File: config.mk
export PLATFORM = sky130hd
export DESIGN_NAME = configurable_crc_engine_core
export DESIGN_NICKNAME = d
export VERILOG_FILES = /design/src/rtl/ccrc_pkg.sv /design/src/rtl/configurable_crc_engine_core.sv
export SDC_FILE = /design/constraint.sdc
export NUM_CORES = 1
export LEC_CHECK = 0
export BUFFER_PORTS_ARGS = -buffer_cell sky130_fd_sc_hd__buf_2
export CORE_MARGIN = 2
export CORE_UTILIZATION = 60
export DETAILED_ROUTE_END_ITERATION = 8
export PLACE_DENSITY = 0.85
export SLEW_MARGIN = 20
export SYNTH_ARGS = -nofsm -noshare
export SYNTH_HDL_FRONTEND = slang
export SYNTH_SLANG_ARGS = --single-unit
File: constraint.sdc
create_clock -name i_clk -period 8.55 [get_ports i_clk]
set_input_delay 1.2825 -clock i_clk [delete_from_list [all_inputs] [get_ports i_clk]]
set_output_delay 1.2825 -clock i_clk [all_outputs]
set_load 0.1 [all_outputs]
File: src/rtl/ccrc_pkg.sv
// Shared constants, register codes and the byte update function of the CRC engine.
package ccrc_pkg;

    localparam int unsigned CRC_W  = 32;
    localparam int unsigned BYTE_W = 8;
    localparam int unsigned IDX_W  = 3;

    // width select codes
    localparam logic [1:0] WSEL_8  = 2'd0;
    localparam logic [1:0] WSEL_16 = 2'd1;
    localparam logic [1:0] WSEL_32 = 2'd2;

    // configuration register indexes
    localparam logic [IDX_W-1:0] CFG_WIDTH_SELECT  = 3'd0;
    localparam logic [IDX_W-1:0] CFG_POLYNOMIAL    = 3'd1;
    localparam logic [IDX_W-1:0] CFG_INITIAL_VALUE = 3'd2;
    localparam logic [IDX_W-1:0] CFG_REFLECTED     = 3'd3;
    localparam logic [IDX_W-1:0] CFG_FINAL_XOR     = 3'd4;

    // reset values
    localparam logic [1:0]       RST_WIDTH_SELECT  = WSEL_16;
    localparam logic [CRC_W-1:0] RST_POLYNOMIAL    = 32'h0000_8005;
    localparam logic [CRC_W-1:0] RST_INITIAL_VALUE = 32'h0000_FFFF;
    localparam logic             RST_REFLECTED     = 1'b1;
    localparam logic [CRC_W-1:0] RST_FINAL_XOR     = 32'h0000_0000;

    typedef logic [CRC_W-1:0] t_crc;

    // unused code 3 behaves as 32 bits
    function automatic t_crc crc_mask(input logic [1:0] wsel);
        t_crc m;
        begin
            case (wsel)
                WSEL_8:  m = 32'h0000_00FF;
                WSEL_16: m = 32'h0000_FFFF;
                default: m = 32'hFFFF_FFFF;
            endcase
            return m;
        end
    endfunction

    // absorb one byte: eight shift steps unrolled into an XOR network
    function automatic t_crc crc_byte(input t_crc crc_in, input logic [BYTE_W-1:0] data,
                                      input t_crc poly, input logic [1:0] wsel,
                                      input logic refl);
        t_crc m;
        t_crc p;
        t_crc rev;
        t_crc rp;
        t_crc c;
        logic fb;
        begin
            m = crc_mask(wsel);
            p = poly & m;
            for (int i = 0; i < CRC_W; i++) begin
                rev[i] = p[CRC_W-1-i];
            end
            case (wsel)
                WSEL_8:  rp = rev >> 24;
                WSEL_16: rp = rev >> 16;
                default: rp = rev;
            endcase
            c = crc_in & m;
            if (refl) begin
                c = c ^ {24'h0, data};
            end else begin
                case (wsel)
                    WSEL_8:  c = c ^ {24'h0, data};
                    WSEL_16: c = c ^ {16'h0, data, 8'h0};
                    default: c = c ^ {data, 24'h0};
                endcase
            end
            for (int i = 0; i < BYTE_W; i++) begin
                if (refl) begin
                    fb = c[0];
                    c  = (c >> 1) ^ (fb ? rp : '0);
                end else begin
                    case (wsel)
                        WSEL_8:  fb = c[7];
                        WSEL_16: fb = c[15];
                        default: fb = c[31];
                    endcase
                    c = ((c << 1) ^ (fb ? p : '0)) & m;
                end
            end
            return c & m;
        end
    endfunction

endpackage

File: src/rtl/configurable_crc_engine_core.sv
// Byte-serial configurable CRC engine: config registers, CRC register, result skid.
//
//  channel | direction | handshake                 | payload
//  --------+-----------+---------------------------+-----------------------------------
//  in      | sink      | i_in_valid / o_in_stall   | i_data_byte, i_first_byte, i_last_byte
//  out     | source    | o_out_valid / i_out_stall | o_crc_value
//  cfg     | sink      | i_cfg_valid / o_cfg_ready | i_cfg_index, i_cfg_data
//
//  One byte per cycle: the byte update is one XOR network from the CRC register back to itself.
//  A last byte's result is registered in the output register, or in the skid entry while held.
//  Output register plus one skid entry; input stalls only while the skid entry is full.
//  Reset (synchronous) restores config defaults and loads the CRC register with 0xFFFF.
//  Config writes are always ready.
module configurable_crc_engine_core
    import ccrc_pkg::*;
(
    input  logic              i_clk,
    input  logic              i_rst_n,
    input  logic              i_in_valid,
    output logic              o_in_stall,
    input  logic [BYTE_W-1:0] i_data_byte,
    input  logic              i_first_byte,
    input  logic              i_last_byte,
    output logic              o_out_valid,
    input  logic              i_out_stall,
    output logic [CRC_W-1:0]  o_crc_value,
    input  logic              i_cfg_valid,
    output logic              o_cfg_ready,
    input  logic [IDX_W-1:0]  i_cfg_index,
    input  logic [CRC_W-1:0]  i_cfg_data
);

    logic [1:0] r_width_select;
    t_crc       r_polynomial;
    t_crc       r_initial_value;
    logic       r_reflected;
    t_crc       r_final_xor;
    t_crc       r_crc;
    logic       r_out_valid;
    t_crc       r_out_crc;
    logic       r_skid_valid;
    t_crc       r_skid_crc;

    logic       in_xfer;
    logic       out_xfer;
    logic       push;
    t_crc       mask;
    t_crc       crc_start;
    t_crc       n_crc;
    t_crc       result;

    assign o_cfg_ready = 1'b1;
    assign o_in_stall  = r_skid_valid;
    assign o_out_valid = r_out_valid;
    assign o_crc_value = r_out_crc;

    assign in_xfer  = i_in_valid && !r_skid_valid;
    assign out_xfer = r_out_valid && !i_out_stall;
    assign push     = in_xfer && i_last_byte;

    assign mask      = crc_mask(r_width_select);
    assign crc_start = i_first_byte ? r_initial_value : r_crc;
    assign n_crc     = crc_byte(crc_start, i_data_byte, r_polynomial, r_width_select,
                                r_reflected);
    assign result    = (n_crc ^ r_final_xor) & mask;

    always_ff @(posedge i_clk) begin
        if (!i_rst_n) begin
            r_width_select  <= RST_WIDTH_SELECT;
            r_polynomial    <= RST_POLYNOMIAL;
            r_initial_value <= RST_INITIAL_VALUE;
            r_reflected     <= RST_REFLECTED;
            r_final_xor     <= RST_FINAL_XOR;
        end else if (i_cfg_valid) begin
            unique case (i_cfg_index)
                CFG_WIDTH_SELECT:  r_width_select  <= i_cfg_data[1:0];
                CFG_POLYNOMIAL:    r_polynomial    <= i_cfg_data;
                CFG_INITIAL_VALUE: r_initial_value <= i_cfg_data;
                CFG_REFLECTED:     r_reflected     <= i_cfg_data[0];
                CFG_FINAL_XOR:     r_final_xor     <= i_cfg_data;
                default: ;
            endcase
        end
    end

    always_ff @(posedge i_clk) begin
        if (!i_rst_n) begin
            r_crc <= RST_INITIAL_VALUE;
        end else if (in_xfer) begin
            r_crc <= n_crc;
        end
    end

    always_ff @(posedge i_clk) begin
        if (!i_rst_n) begin
            r_out_valid  <= 1'b0;
            r_skid_valid <= 1'b0;
        end else if (out_xfer || !r_out_valid) begin
            if (r_skid_valid) begin
                r_out_valid  <= 1'b1;
                r_skid_valid <= 1'b0;
            end else begin
                r_out_valid  <= push;
            end
        end else if (push) begin
            r_skid_valid <= 1'b1;
        end
    end

    always_ff @(posedge i_clk) begin
        if (out_xfer || !r_out_valid) begin
            if (r_skid_valid) begin
                r_out_crc <= r_skid_crc;
            end else if (push) begin
                r_out_crc <= result;
            end
        end else if (push) begin
            r_skid_crc <= result;
        end
    end

    a_skid_needs_out: assert property (@(posedge i_clk) disable iff (!i_rst_n)
        r_skid_valid |-> r_out_valid)
        else $error("skid entry held while output register empty");

    a_last_gives_result: assert property (@(posedge i_clk) disable iff (!i_rst_n)
        (push && !r_out_valid) |=> r_out_valid)
        else $error("last byte transfer did not produce a result");

    a_no_spurious_result: assert property (@(posedge i_clk) disable iff (!i_rst_n)
        (in_xfer && !i_last_byte && !r_out_valid && !r_skid_valid) |=> !r_out_valid)
        else $error("result produced without a last byte");

    a_narrow_crc_masked: assert property (@(posedge i_clk) disable iff (!i_rst_n)
        (in_xfer && r_width_select == WSEL_8) |=> (r_crc[CRC_W-1:8] == '0))
        else $error("8-bit CRC register has upper bits set");

    a_result_masked: assert property (@(posedge i_clk) disable iff (!i_rst_n)
        (push && r_width_select == WSEL_16 && !r_out_valid)
            |=> (r_out_crc[CRC_W-1:16] == '0))
        else $error("16-bit result has upper bits set");

endmodule
; Word level (Yosys, flattened, before mapping)
; Index checks and enable logic that the tools add are counted.
[word_totals]
regBits = 197
inputBits = 50
word_cells = 115
[classes]
n_eq_ne = 5
mux = 48
n_bitwise = 34
reduce_logical = 18
[ops]
columns = cell, n
row1 = $mux 32, 28
row2 = $and 32x32->32, 12
row3 = $xor 32x32->32, 10
row4 = $xor 31x32->32, 8
row5 = $pmux 32 s2, 3
row6 = $xor 32x16->32, 1
row7 = $xor 32x8->32, 1
row8 = $pmux 1 s2, 8
row9 = $reduce_and 2->1, 7
row10 = $mux 1, 9
row11 = $eq 3x2->1 const B, 2
row12 = $eq 3x1->1 const B, 1
row13 = $eq 3x3->1 const B, 1
row14 = $logic_and 1x1->1, 3
row15 = $logic_not 1->1, 3
row16 = $logic_not 3->1, 1
row17 = $eq 2x1->1 const B, 1
row18 = $logic_not 2->1, 1
row19 = $not 1->1, 2
row20 = $reduce_bool 2->1, 1
row21 = $reduce_or 2->1, 1
row22 = $logic_or 1x1->1, 1

; Longest topological paths before layout
[depth]
ltp_word = 59
mapped_depth = 30

; Least setup slack after synthesis
; No wires, ideal clock.
[synth_path]
path_kind = input port to flip-flop
start = input i_first_byte
end = register r_out_crc[2], in the netlist o_crc_value[2] (data pin)
setup_ns = 0.260
arrival_ns = 7.402
path_slack_ns = 0.888
cell_stages = 26
n_path_buf = 4
cell_sequence = buf_6 > mux2i_2 > xor2_1 > xnor3_1 > or3_1 > nand3_1 > and2_0 > buf_2 > a31oi_1 > a211oi_1 > mux2_4 > nor2_4 > nor2_1 > or4_4 > a211oi_4 > or2_1 > buf_2 > o21ai_2 > mux2i_1 > or4_4 > a311o_1 > buf_2 > a2111oi_2 > a311oi_2 > xnor2_1 > mux2_2
[synth_between]
elab_chain_cells = 58
[synth_rtl]
columns = element, line
row1 = from (decl), configurable_crc_engine_core.sv:22  ; input logic i_first_byte,
row2 = $mux 32 *, configurable_crc_engine_core.sv:62  ; assign crc_start = i_first_byte ? r_initial_value : r_crc;
row3 = $and 32x32->32 *, ccrc_pkg.sv:63  ; c = crc_in & m;
row4 = "$xor 32x32->32, or another cell as far along", ccrc_pkg.sv:70  ; default: c = c ^ {data, 24'h0};
row5 = $pmux 32 s2, ccrc_pkg.sv:67  ; case (wsel)
row6 = $mux 32 *, ccrc_pkg.sv:64  ; if (refl) begin
row7 = $pmux 1 s2, ccrc_pkg.sv:78  ; case (wsel)
row8 = $mux 1, ccrc_pkg.sv:74  ; if (refl) begin
row9 = $mux 32, ccrc_pkg.sv:83  ; c = ((c << 1) ^ (fb ? p : '0)) & m;
row10 = [43 not listed], --
row11 = $and 32x32->32, ccrc_pkg.sv:83
row12 = $mux 32 *, ccrc_pkg.sv:74
row13 = $and 32x32->32 *, ccrc_pkg.sv:86  ; return c & m;
row14 = $xor 32x32->32 *, configurable_crc_engine_core.sv:65  ; assign result = (n_crc ^ r_final_xor) & mask;
row15 = $and 32x32->32 *, configurable_crc_engine_core.sv:65
row16 = net result[2], configurable_crc_engine_core.sv:50  ; t_crc result;
row17 = $mux 32 *, configurable_crc_engine_core.sv:114  ; end else if (push) begin
row18 = $mux 32 *, configurable_crc_engine_core.sv:112  ; if (r_skid_valid) begin
row19 = to (signal assigned), configurable_crc_engine_core.sv:113  ; r_out_crc <= r_skid_crc;
row20 = to (signal assigned), configurable_crc_engine_core.sv:115  ; r_out_crc <= result;
row21 = to (decl), configurable_crc_engine_core.sv:40  ; t_crc r_out_crc;
; The timed path passes the listed nets; every way through them passes the cells marked *. The select of a mux whose other input is x is not followed.
; A chain may end at the register's enable or synchronous reset.

; Worst setup path in the final report
[layout_path]
start = input i_first_byte
end = register r_out_crc[20], in the netlist o_crc_value[20] (data pin)
[layout_between]
elab_chain_cells = 58
[layout_rtl]
columns = element, line
row1 = $mux 32 *, configurable_crc_engine_core.sv:62
row2 = $and 32x32->32 *, ccrc_pkg.sv:63
row3 = "$xor 32x32->32, or another cell as far along", ccrc_pkg.sv:70
row4 = $pmux 32 s2, ccrc_pkg.sv:67
row5 = $mux 32 *, ccrc_pkg.sv:64
row6 = $pmux 1 s2, ccrc_pkg.sv:78
row7 = $mux 1, ccrc_pkg.sv:74
row8 = $mux 32, ccrc_pkg.sv:83
row9 = [42 not listed], --
row10 = $xor 32x32->32, ccrc_pkg.sv:83
row11 = $and 32x32->32, ccrc_pkg.sv:83
row12 = $mux 32 *, ccrc_pkg.sv:74
row13 = $and 32x32->32 *, ccrc_pkg.sv:86
row14 = $xor 32x32->32 *, configurable_crc_engine_core.sv:65
row15 = $and 32x32->32 *, configurable_crc_engine_core.sv:65
row16 = $mux 32 *, configurable_crc_engine_core.sv:114
row17 = $mux 32 *, configurable_crc_engine_core.sv:112
; Every way passes the cells marked *; elsewhere a longest branch is shown, timed or not. The select of a mux whose other input is x is not followed.

==> impl_metrics.toml <==
[run_status]
outcome = "complete, no violations"

[sta]
min_period_over_period = 0.992
worst_hold_slack_ns = 0.456
max_slew_margin = 0.109
clock_skew_ns = 0.0200
setup_viol = 0
hold_viol = 0
worst_slew_pin_slew_ns = 1.33
rsz0062_at_grt = "false"
post-route-min-period_ns = 8.48
slew_violations = 0
clock.fmax_ghz = 0.118

[power_and_ir_drop]
seq_power_share = 0.238
comb_power_share = 0.583
total_power_mw = 4.60
clkPwrFrac = 0.179
power_switching_mw = 2.25
p_leak_nw = 7.98
vdd_drop_max_mv = 0.281
swShare = 0.488
cellPowerDensity_mw_per_mm2 = 210
p_int_mw = 2.35

[logic_synthesis]
synth-edff-count = 64
synth_common_cells = "582 x nand2_1, 329 x xnor2_1, 223 x nor2_1"
synth_warnings = 0
synthArstFlopShare = 0
avgSynthCellArea_um2 = 7.24
ys_ff_latch = 197
synth_flop_cell = "dfxtp_1"
yosysSeqAreaShare = 0.234
syn_area_mm2 = 0.0196
ys_top_cells_by_area = "xnor2_1 15%, dfxtp_1 14%, nand2_1 11%"
synth_cells = 2707
ys_types = 106
syn_nets = 2757
synth_most_common_cell = "nand2_1"
synth_top_cell_by_area = "xnor2_1"
synth_top_area_frac = 0.147

[run]
maxCapViolations = 0

[detailed_routing]
wire_per_inst_um = 29.2
ant_nets = 0
routed_via_density = 7.08
vias = 22940
drt_iter0_markers = 3998
wirelength_um = 94700
drc = 0
first_pass_iters = 8

[setup_path]
crit_path_end_kind = "flip-flop"
critPathTopFamily = "compound AO/OA/AOI/OAI gates"
cpPeakStageDelay_ns = 0.63
worst_path_max_delay_cell = "or4b_1"
path_class = "in2reg"
r2r-start = "r_width_select[0]"
cp_common_cell = "buf_4"
critPathArrivalTime_ns = 8.73
crit_start = "i_first_byte"
cp_num_buf_inv = 5
worstPathMaxFanout = 9
start_kind = "input pin"
r2r_slack_ns = 0.23
cp.required_ns = 8.80

[global_routing]
grt_antenna_before_repair = 2
overflow = 0
grtUsageTotal = 0.549
grt_first_pass_wirelength_um = 136000
first_global_vias = 20894
grt_max_degree = 95

[clock_network]
cts-root-buf = "clkbuf_16"
cts.path.max_buffers = 2
cts.sinks = 197
numCtsBuffers = 17
h-tree-depth = 4
cts_hold_buf = 0
clk_latency_ns = 0.46
path_clk_slew_ns = 0.07
cts_tree = "yes"

[final_layout]
fin_nets = 2832
drive_gt1_frac = 0.147
instances_no_fill = 3238
area_delta_synth_final_pct = 11.8

[worst_hold_path]
hold_path.class = "reg2reg"
hp-start = "r_initial_value[17]"

[placement]
place_inst = 3203
gp_congestion = 1.21
hpwl_um = 68800
numPortBuffers = 83

[floorplan]
die_area_mm2 = 0.0341
fp-row-count = 66
start_util = 0.605
dieWidth_um = 185
core_area_mm2 = 0.0324
die_y_um = 185
io_pins = 85
==> tightest hold or removal path: stages, from the launching register on <==
cell and delay, ns:
dfxtp_1 0.31, nand2_1 0.05, a21oi_1 0.05
==> worst paths after layout <==
| check | endpoint | cells past startpoint |
|---|---|---|
| worst min-delay path | r_initial_value[17] | 2 |
| worst max-delay path | o_crc_value[20] | 27 |
| worst max register to register | o_crc_value[20] | 27 |
| worst min register to register | r_initial_value[17] | 2 |
==> cell type report <==
class | count | area [um2]
antenna | 1 | 2.50
clock buffer | 18 | 429
clock inverter | 14 | 178
fill | 2737 | 10500
inverter | 24 | 90.1
multi-input combinational | 2262 | 14100
sequential | 197 | 4590
tap | 442 | 553
timing repair buffer | 280 | 1980
==> flip-flops by register name, indices dropped and copies added (netlist names) <==
signal and cells:
r_skid_crc 32, r_width_select 2, r_initial_value 32, o_in_stall 1, r_polynomial 32, r_reflected 1, r_crc 32, r_final_xor 32
o_out_valid 1, o_crc_value 32
==> layout by cell type, fill, tap and decap left out, drive strengths merged, types with 8 or more instances in the layout <==
master	n
xnor2	330
inv	31
a211oi	28
or4	11
nand2b	13
or3	10
clkbuf	19
a22oi	9
and4	13
or2	16
o22ai	14
nor2	226
nand2	582
a31oi	32
a21o	18
o211a	8
xor2	109
edfxtp	64
nor4	10
o31ai	14
a311oi	8
and2	25
a21oi	177
o21ai	123
o21a	19
nor3	35
mux2i	69
o2111ai	9
nor2b	14
nand4	35
o211ai	25
nand3	104
mux2	24
dfxtp	133
a31o	11
a211o	8
buf	279
and3	27
a22o	9
==> repair_timing <==
item	4_1_cts	5_1_grt
endpoints found under the setup margin	0	49
setup buffers	0	2
resized for setup	0	8
==> per-stage QoR <==
step                      instance area, um2  TNS, ns  utilization  setup slack (ns)
final                                  21900        0        0.677            0.0695
after global routing                   21900        0        0.676           0.00448
after CTS                              21800        0        0.675             0.218
after detailed placement               21200    -1.86        0.656            -0.222
after global placement                 21200   -0.403        0.655            -0.120
after floorplan                        19600        0            -             0.888
==> power by group through the flow <==
| stage | Combinational [mW] | Sequential [mW] | Clock [mW] |
|---|---|---|---|
| floorplan | 1.43 | 1.24 | 0 |
| global placement | 2.47 | 1.11 | 0 |
| detailed placement | 2.49 | 1.11 | 0 |
| CTS | 2.51 | 1.09 | 0.817 |
| global route | 2.74 | 1.10 | 0.850 |
| finish | 2.68 | 1.10 | 0.822 |
==> metal layers <==
metal / vias up / track usage / part of all wire / routed length (um)
li1: 9508 / - / - / -
met1: 10666 / 0.674 / 0.35 / 33000
met2: 2105 / 0.746 / 0.38 / 36100
met3: 659 / 0.260 / 0.18 / 16700
met4: 2 / 0.390 / 0.094 / 8910
met5: - / 0 / 0.000084 / 8
==> kinds of logic (layout without fill, tap and decap cells) <==
family | count (synthesis) | after routing | synth area share
muxes | 93 | 93 | 0.0515
and+or+nand+nor | 1138 | 1138 | 0.258
xor gates and xnor gates | 448 | 448 | 0.208
AOI/OAI and AO/OA | 582 | 582 | 0.197
other | 1 | 2 | 0.000191
buffers and inverters | 248 | 336 | 0.0510
DFF | 197 | 197 | 0.234
No activity file was read; power rests on OpenSTA's default activity.
